==> src/hdl/dmchc_pkg.sv <==
// ----------------------------------------------------------------------------
// dmchc_pkg
// Shared types and constants for the direct-mapped cache hit counter.
// ----------------------------------------------------------------------------
package dmchc_pkg;

  localparam int LINES_LOG2_DEF = 10;

  localparam int ADDR_W  = 32;
  localparam int TAG_W   = 32;
  localparam int COUNT_W = 48;
  localparam int BS_W    = 4;
  localparam int CS_W    = 5;

  localparam int CFG_IDX_W  = 1;
  localparam int CFG_DATA_W = 5;

  localparam logic [CFG_IDX_W-1:0] CFG_BLOCK_SIZE_LOG2 = 1'b0;
  localparam logic [CFG_IDX_W-1:0] CFG_CACHE_SIZE_LOG2 = 1'b1;

  localparam logic [BS_W-1:0] BS_RESET = 4'd3;
  localparam logic [CS_W-1:0] CS_RESET = 5'd12;

  typedef enum logic [1:0] {
    ST_CLEAR,
    ST_IDLE,
    ST_COMPARE
  } dmchc_state_t;

  typedef struct packed {
    logic lookup;
    logic clear;
    logic commit;
  } dmchc_cmd_t;

  typedef struct packed {
    logic clear_done;
    logic out_blocked;
  } dmchc_sts_t;

endpackage

==> src/hdl/dmchc_ctrl.sv <==
// ----------------------------------------------------------------------------
// dmchc_ctrl
// Controller: sequences the valid-bit clearing pass and each lookup.
// ----------------------------------------------------------------------------
module dmchc_ctrl
  import dmchc_pkg::*;
(
  input  logic       clk,
  input  logic       rst_n,
  input  logic       in_valid,
  output logic       in_stall,
  output dmchc_cmd_t cmd,
  input  dmchc_sts_t sts
);

  dmchc_state_t state_r;
  dmchc_state_t state_nxt;

  always_ff @(posedge clk) begin
    if (!rst_n) begin
      state_r <= ST_CLEAR;
    end else begin
      state_r <= state_nxt;
    end
  end

  always_comb begin
    state_nxt  = state_r;
    cmd        = '0;
    in_stall   = 1'b1;
    case (state_r)
      ST_CLEAR: begin
        cmd.clear = 1'b1;
        if (sts.clear_done) begin
          state_nxt = ST_IDLE;
        end
      end
      ST_IDLE: begin
        in_stall = 1'b0;
        if (in_valid) begin
          cmd.lookup = 1'b1;
          state_nxt  = ST_COMPARE;
        end
      end
      ST_COMPARE: begin
        if (!sts.out_blocked) begin
          cmd.commit = 1'b1;
          state_nxt  = ST_IDLE;
        end
      end
      default: begin
        state_nxt = ST_CLEAR;
      end
    endcase
  end

endmodule

==> config.mk <==
export PLATFORM = sky130hd
export DESIGN_NAME = dmchc_ctrl
export DESIGN_NICKNAME = d
export VERILOG_FILES = /design/src/hdl/dmchc_pkg.sv /design/src/hdl/dmchc_ctrl.sv
export SDC_FILE = /design/constraint.sdc
export NUM_CORES = 1
export LEC_CHECK = 0
export BUFFER_PORTS_ARGS = -buffer_cell sky130_fd_sc_hd__buf_2
export CAP_MARGIN = 15
export CORE_AREA = 10 10 47 49
export CTS_CLUSTER_DIAMETER = 80
export DETAILED_ROUTE_END_ITERATION = 10
export DIE_AREA = 0 0 57 59
export GPL_TIMING_DRIVEN = 0
export PLACE_DENSITY_LB_ADDON = 0.1
export SYNTH_ARGS = -nofsm -noshare
export SYNTH_HDL_FRONTEND = slang
export SYNTH_SLANG_ARGS = --single-unit
==> constraint.sdc <==
create_clock -name clk -period 2.4 [get_ports clk]
set_clock_uncertainty 0.15 [all_clocks]
set_input_delay 0.12 -clock clk [delete_from_list [all_inputs] [get_ports clk]]
set_output_delay 0.12 -clock clk [all_outputs]
set_load 0.02 [all_outputs]
* Word-level counts from Yosys, hierarchy flattened
Cells that the tools add are included.
** Cells by class
- Reductions and logical operators :: 2
- Multiplexer cells :: 10
- Eq/ne operators :: 5
** Operators with widths (count)
- $mux W1 :: 6
- $mux W2 :: 3
- $ne A2 B2 Y1 const B :: 3
- $pmux W2 S3 :: 1
- $reduce_and A3 Y1 :: 1
- $eq A2 B1 Y1 const B :: 1
- $eq A2 B2 Y1 const B :: 1
- $logic_not A2 Y1 :: 1
** Storage, ports and cells
- Output and inout port bits :: 4
- Word-level logic and storage cells :: 18
- Flip-flop bits (word level) :: 2
- Input bits :: 5

* Longest topological paths before layout
Gate-level depths: netlist of the first run.
- Depth in word-level cells :: 3
- Depth in mapped cells :: 2
- Depth with buffers taken out :: 2

* Least setup slack after synthesis of the first run
No wires, ideal clock.
- Path type :: reg2out
- Start point :: reg state_r[1]
- End point :: out cmd[0] in the netlist's numbering
- Data required time :: 2130 ps
- Arrival time :: 918 ps
- Stages on the path, launching flop included :: 2
- Setup slack :: 1212 ps
- Buffers on the path :: 0
- Cells stage by stage :: dfxtp_1 -> nor3b_1
** RTL lines
- start, declared :: line dmchc_ctrl.sv:16 : dmchc_state_t state_r;
- start signal, assigned :: line dmchc_ctrl.sv:23 : state_r <= state_nxt;
- end, declared :: line dmchc_ctrl.sv:12 : output dmchc_cmd_t cmd,

* Final worst setup path of the first run
- Start point :: reg state_r[0]
- End point :: out in_stall
** Between the ends
- Word-level cells in the longest chain between the ends :: 2
** Ends and longest elaborated chain
- $eq A2 B1 Y1 :: line dmchc_ctrl.sv:31 : case (state_r)
- $mux W1 :: line dmchc_ctrl.sv:31
- end, declared :: line dmchc_ctrl.sv:11 : output logic in_stall,
Every way passes these cells.

==> out/summary.txt, run 1 <==
CTS Buffer Depth - 2
Setup slack of the critical path after layout - 1.08 ns
Critical R2R Capture - state_r[0]$_SDFFE_PN0P_
F_max - 0.758 GHz
Crit share post-route - 0.550
Worst Setup Start Kind - register
Number of global-route vias before repair - 137
Final GP Congestion - 0.601
Detailed-route vias per instance - 3.15
# rows - 14
Detailed-routing iteration count for the pre-antenna-repair pass - 2
Net count after synthesis - 18
Largest vdd supply drop - 0.0952 mV
Area enclosed by the die boundary - 0.00336 mm²
Register area share after synthesis - 0.356
Clock power share - 0.529
Power per Cell Area - 685 mW/mm²
Fraction of layout instances using a drive strength above 1 - 0.440
Count of vias placed by the detailed router - 129
Setup repair after global routing missed its margin - false
Endpoint of the worst setup timing path - in_stall
Hold Fails Final Rpt - 0
Gr usage total - 0.0276
Net Sw Frac - 0.262
Post-synthesis cell area - 113 µm²
Min-Delay Path Class - in2reg
Final slew viol count - 0
Internal power consumption - 0.000104 W
Most frequent cells in the layout - sky130_fd_sc_hd__buf_2, sky130_fd_sc_hd__clkbuf_4, sky130_fd_sc_hd__nand3b_1, sky130_fd_sc_hd__nor2b_1, sky130_fd_sc_hd__dfxtp_1
Worst hold slack - 0.0578 ns
Setup repair bufs after CTS - 0
IO Count - 9
TritonCTS clock tree - built
Maximum number of pins on one net before global-route repair - 9
Critical Path Source - state_r[0]$_SDFFE_PN0P_
Crit path DAT - 1.05 ns
Starting density of the core - 0.0804
Switching power - 0.0000368 W
Die Y - 59 µm
Met3 track demand over resource - 0.0300
Worst-Skew Late Latency - 0.22 ns
Clock transition at the register clock pins on the worst setup and hold paths after CTS - 0.03 ns
Global-route wire length before repair - 614 µm
Setup TNS Final - 0 ns
Critical path start-end classification - reg2out
Horiz. Die Dim - 57 µm
H-tree depth reported by CTS - 1
Xor/xnor cell area share of the yosys netlist - 0
Biggest fanout along the worst timing path - 8
Most common library cell in the layout ignoring fill and taps - sky130_fd_sc_hd__buf_2
Number of warnings printed during yosys synthesis - 0
Global routing usage on met1 - 0.0249
Layer with the highest usage after global routing - met4
Registers with the most flip-flops - state_r x2
Status - finished, final reports clean
Max FFs per register - 2
Time the worst path needs with I/O delays and setup - 1.32 ns
Number of remaining DRC errors - 0
Remaining global-route overflow - 0
Post-cts hold buffer count - 1
Reg2Reg Launch Point - state_r[0]$_SDFFE_PN0P_
Count of nets left with antenna violations after detail routing - 0
Final wirelength - 389 µm
Mean routed wirelength per cell - 9.49 µm
Number of input and output port buffers inserted - 8
Setup Viol. Count Final - 0
Adder-cell area share of the yosys netlist - 0
Count of different cell masters after synthesis - 10
Placeable core region - 0.00140 mm²
Required @ worst endpoint - 2.13 ns
Number of storage elements in the synthesis netlist - 2
Antenna violations before repair - 0
Place WS - 1.32 ns
Net count reported at finish - 32
Slew Limit Headroom - 0.856
Number of cell instances on the worst register-to-register path - 2
Synthesized netlist cell count - 13
DRC violation total after the first TritonRoute iteration - 5
Part of the power in combinational logic - 0.186
TritonCTS buffer count - 3
Main combinational cell family by area after synthesis - simple AND/OR/NAND/NOR gates
Average size of a mapped cell - 8.66 µm²
Synth-to-layout area growth - 82.2%
Complex-gate fraction of the synthesized area - 0.200
Endpoint kind of the worst setup timing path - output pin
Sequential cell fraction of total power - 0.285
Slew at the pin closest to its max-slew limit - 0.216 ns
Met2 track demand over resource in global routing - 0.0264
Leakage power figure - 0.0973 nW
Simple-gate share of the synthesized area - 0.411
Inserted Diodes - 0
Post_cts resized - 0
Most flops, register - state_r
Maximum capacitance violations - 0
Reg2reg setup slack - 1.31 ns
Count of clock tree sinks - 2
Portion of netlist area occupied by mux cells - 0
Clk Tree Root Cell - sky130_fd_sc_hd__clkbuf_4
==> how the worst min path moves through the flow <==
stage	from	slack (ns)	to	depth (start not counted)
finish	sts[0]	0.06	state_r[1]$_SDFFE_PN0P_	3
global route	sts[0]	0.06	state_r[1]$_SDFFE_PN0P_	3
CTS	sts[0]	0.05	state_r[1]$_SDFFE_PN0P_	3
detailed placement	rst_n	0.23	state_r[0]$_SDFFE_PN0P_	2
global placement	rst_n	0.23	state_r[0]$_SDFFE_PN0P_	2
floorplan	rst_n	0.10	state_r[0]$_SDFFE_PN0P_	1
==> power by group through the flow <==
stage | Clock [W] | Sequential (W) | Combinational (W)
finish | 0.0000744 | 0.0000400 | 0.0000261
floorplan | 0 | 0.0000393 | 0.0000153
global placement | 0 | 0.0000405 | 0.0000253
global route | 0.0000848 | 0.0000406 | 0.0000286
detailed placement | 0 | 0.0000403 | 0.0000253
CTS | 0.0000802 | 0.0000399 | 0.0000267
==> synthesized netlist by cell type <==
| library cell | n | share of area |
|---|---|---|
| sky130_fd_sc_hd__o21ai_0 | 1 | 0.044 |
| sky130_fd_sc_hd__or2b_1 | 1 | 0.067 |
| sky130_fd_sc_hd__inv_1 | 1 | 0.033 |
| sky130_fd_sc_hd__nor2b_1 | 2 | 0.11 |
| sky130_fd_sc_hd__nor3b_1 | 1 | 0.067 |
| sky130_fd_sc_hd__a21boi_0 | 1 | 0.067 |
| sky130_fd_sc_hd__o311a_1 | 1 | 0.089 |
| sky130_fd_sc_hd__nand3b_1 | 2 | 0.13 |
| sky130_fd_sc_hd__dfxtp_1 | 2 | 0.36 |
| sky130_fd_sc_hd__nor2_1 | 1 | 0.033 |
==> layer usage <==
layer,part of all wire,vias up
met2,0.40,6
li1,-,70
met1,0.48,53
met3,0.12,0
met5,0,-
met4,0,0
==> cell families after synthesis <==
| group | after synthesis |
|---|---|
| compound gates | 3 |
| buf+inv | 1 |
| flops | 2 |
| simple gates | 7 |
==> layout make-up <==
class / count / area [µm²]
fill: 168 / 1200
multi-input combinational: 10 / 68.8
timing repair buffer: 9 / 50.0
sequential: 2 / 40.0
clock buffer: 3 / 22.5
tap: 16 / 20.0
inverter: 1 / 3.75
==> worst max-delay path: stages (launching register included) <==
cell and delay [ns]:
sky130_fd_sc_hd__dfxtp_1 0.42, sky130_fd_sc_hd__or2b_1 0.25, sky130_fd_sc_hd__buf_2 0.16
==> per-stage QoR <==
stage	std cells	total power (W)	area, µm²	util
floorplan	13	0.0000546	113	-
global placement	37	0.0000658	173	0.123
detailed placement	37	0.0000657	173	0.123
CTS	41	0.000147	205	0.146
global route	41	0.000154	205	0.146
finish	41	0.000141	205	0.146
Note: power is estimated with default switching activity, not from simulation.
==> inputs of run 2 (changes only) <==
ABC_AREA = 1   (was default)
clock period = 1.2 ns   (was 2.4 ns; I/O delays follow)
==> out/summary.txt, run 2 <==
Antenna violations before repair - 0
Fraction of post-synthesis cell area in the top cell type by area - 0.376
Post-synthesis cell area - 106 µm²
Category of cells accounting for the largest share of critical-path delay - flip-flops
Hold Fails Final Rpt - 2
Buf/Inv on CP - 3
Reg2Reg Launch Point - state_r[1]$_SDFFE_PN0P_
Registers with the most flip-flops - state_r x2
Count of clock tree sinks - 2
TritonCTS clock tree - built
Library cell with the highest instance count after synthesis - sky130_fd_sc_hd__inv_1
Detailed-route vias per instance - 3.10
Net count reported at finish - 39
Critical Path Source - state_r[1]$_SDFFE_PN0P_
Global-route wire length before repair - 634 µm
Max FFs per register - 2
Critical R2R Capture - state_r[0]$_SDFFE_PN0P_
Detailed-routing iteration count for the pre-antenna-repair pass - 4
Slew at the pin closest to its max-slew limit - 0.146 ns
Flip-flop cell with the highest count after synthesis - sky130_fd_sc_hd__dfxtp_1
Starting density of the core - 0.0759
Clock transition at the register clock pins on the worst setup and hold paths after CTS - 0.03 ns
Gr usage total - 0.0281
Setup TNS Final - 0 ns
Status - finished, violations left
Most common library cell in the layout ignoring fill and taps - sky130_fd_sc_hd__buf_2
Synth area leader - sky130_fd_sc_hd__dfxtp_1
Inserted Diodes - 0
Required @ worst endpoint - 0.99 ns
Worst-Skew Late Latency - 0.22 ns
Final GP Congestion - 0.648
Final Instance Area - 226 µm²
Post-placement cell count - 42
Area enclosed by the die boundary - 0.00336 mm²
Maximum number of pins on one net before global-route repair - 7
Final Util - 0.162
Cell repeated most along the worst path - sky130_fd_sc_hd__inv_1
Placeable core region - 0.00140 mm²
Final wirelength - 403 µm
Adder-cell area share of the yosys netlist - 0
Maximum capacitance violations - 0
Number of global-route vias before repair - 158
Critical path start-end classification - reg2out
F_max - 0.891 GHz
CTS Buffer Depth - 2
Crit path DAT - 0.91 ns
Synth-to-layout area growth - 113%
Slowest Stage Delay on Critical Path - 0.32 ns
Xor/xnor cell area share of the yosys netlist - 0
DRC violation total after the first TritonRoute iteration - 3
Async set-or-reset flop fraction in the synthesized netlist - 0
Most frequent cells in the layout - sky130_fd_sc_hd__buf_2, sky130_fd_sc_hd__inv_1, sky130_fd_sc_hd__nand2_1
Part of the power in combinational logic - 0.213
Sequential cell fraction of total power - 0.275
Mean routed wirelength per cell - 8.40 µm
Time the worst path needs with I/O delays and setup - 1.12 ns
Endpoint kind of the worst setup timing path - output pin
Net Sw Frac - 0.269
Count of nets left with antenna violations after detail routing - 0
H-tree depth reported by CTS - 1
Worst Setup Start Kind - register
Min-Delay Path Class - in2reg
Portion of netlist area occupied by mux cells - 0
Switching power - 0.0000777 W
Top area cells in the synthesized netlist - sky130_fd_sc_hd__dfxtp_1, sky130_fd_sc_hd__inv_1, sky130_fd_sc_hd__nand2_1, sky130_fd_sc_hd__nand3_1, sky130_fd_sc_hd__nor2_1
Main combinational cell family by area after synthesis - simple AND/OR/NAND/NOR gates
Number of input and output port buffers inserted - 8
Final slew viol count - 0
Horiz. Die Dim - 57 µm
TritonCTS buffer count - 3
Count of different cell masters after synthesis - 8
IO Count - 9
Post-layout instance count excluding filler cells - 48
Internal power consumption - 0.000211 W
Clock power share - 0.512
Remaining global-route overflow - 0
Clk Tree Root Cell - sky130_fd_sc_hd__clkbuf_4
Complex-gate fraction of the synthesized area - 0.0941
Slowest-stage cell, CP - sky130_fd_sc_hd__dfxtp_2
Leakage power figure - 0.122 nW
Average size of a mapped cell - 5.91 µm²
Biggest fanout along the worst timing path - 4
Endpoint of the worst setup timing path - cmd[2]
Count of vias placed by the detailed router - 149
Detailed placement HPWL - 310 µm
Reg2reg setup slack - 0.32 ns
Fill cell instance count of the final layout - 169
Die Y - 59 µm
Most flops, register - state_r
Setup Viol. Count Final - 0
Number of storage elements in the synthesis netlist - 2
Critical path depth in cells - 4
Net count after synthesis - 23
Slew Limit Headroom - 0.902
Number of warnings printed during yosys synthesis - 0
Fraction of layout instances using a drive strength above 1 - 0.406
Ordered list of cells on the worst path - inv_1 -> nand3_1 -> inv_1 -> buf_4
Cell area after placement - 166 µm²
# rows - 14
Register area share after synthesis - 0.376
Largest vdd supply drop - 0.194 mV
Violations in the final reports - negative hold slack
Setup repair after global routing missed its margin - false
Simple-gate share of the synthesized area - 0.353
Number of enable-type register cells in the synthesized netlist - 0
Worst hold slack - -0.0120 ns
Crit share post-route - 0.935
Most frequent cells after synthesis - sky130_fd_sc_hd__inv_1, sky130_fd_sc_hd__nand2_1, sky130_fd_sc_hd__dfxtp_1, sky130_fd_sc_hd__nand3_1, sky130_fd_sc_hd__nor2_1
Number of remaining DRC errors - 0
Power per Cell Area - 1280 mW/mm²
Synthesized netlist cell count - 18
Number of cell instances on the worst register-to-register path - 4
[run 2: cell types whose count changed after synthesis, moves of 2 or more]
cell / before / now
sky130_fd_sc_hd__nor2b_1: 2 / 0
sky130_fd_sc_hd__inv_1: 1 / 5
sky130_fd_sc_hd__nand3_1: 0 / 2
sky130_fd_sc_hd__nand3b_1: 2 / 0
sky130_fd_sc_hd__nand2_1: 0 / 4
[run 2: stage by stage]
stage	power, W	setup slack [ns]
final	0.000289	0.0778
after global routing	0.000315	0.00669
after CTS	0.000298	0.00810
after detailed placement	0.000133	0.256
after global placement	0.000133	0.242
after floorplan	0.000110	0.108
[run 2: how the worst min path moves through the flow]
stage / slack (ns) / cells past startpoint / from / end
after global placement: 0.15 / 3 / rst_n / state_r[1]$_SDFFE_PN0P_
after floorplan: 0.02 / 2 / rst_n / state_r[1]$_SDFFE_PN0P_
after global routing: 0.01 / 3 / in_valid / state_r[1]$_SDFFE_PN0P_
final: -0.01 / 5 / sts[1] / state_r[0]$_SDFFE_PN0P_
after detailed placement: 0.14 / 3 / rst_n / state_r[1]$_SDFFE_PN0P_
after CTS: -0.03 / 4 / in_valid / state_r[0]$_SDFFE_PN0P_
[run 2: metal layers]
| layer | global-route usage | vias to the layer above | routed length, µm |
|---|---|---|---|
| met5 | 0 | - | 0 |
| met4 | 0.0302 | 0 | 0 |
| met3 | 0.0300 | 0 | 56 |
| met2 | 0.0310 | 8 | 171 |
| met1 | 0.0260 | 59 | 176 |
| li1 | - | 82 | - |
[run 2: layout make-up]
cell class	count	area, µm²	share of cell area
inverters	5	18.8	0.0829
repair buffers	11	75.1	0.331
well taps	16	20.0	0.0884
clock buffers	3	22.5	0.0994
flip-flops and latches	2	42.5	0.188
multi-input cells	11	47.5	0.210
[run 2: what timing repair did]
item / CTS / global route
setup buffers: 0 / 0
endpoints found under the setup margin: 0 / 2
resized for setup: 0 / 4
endpoints found under the hold margin: 2 / 1
hold buffers: 2 / 1
[run 2: logic make-up (layout without fill, tap and decap cells)]
family / after synthesis / count (layout)
AOI/OAI and AO/OA: 2 / 2
buffers and inverters: 5 / 19
DFF: 2 / 2
and+or+nand+nor: 9 / 9
[run 2: power groups by stage]
stage	combinational [W]	clock (W)	sequential (W)
6_report	0.0000615	0.000148	0.0000794
3_5_place_dp	0.0000533	0	0.0000792
5_1_grt	0.0000688	0.000166	0.0000803
2_1_floorplan	0.0000319	0	0.0000780
3_3_place_gp	0.0000534	0	0.0000797
4_1_cts	0.0000585	0.000161	0.0000783
[run 2: worst reg2reg max path, delay by kind of cell (launching register included)]
kind	cells	cell delay [ns]
flops	1	0.32
simple gates	4	0.31
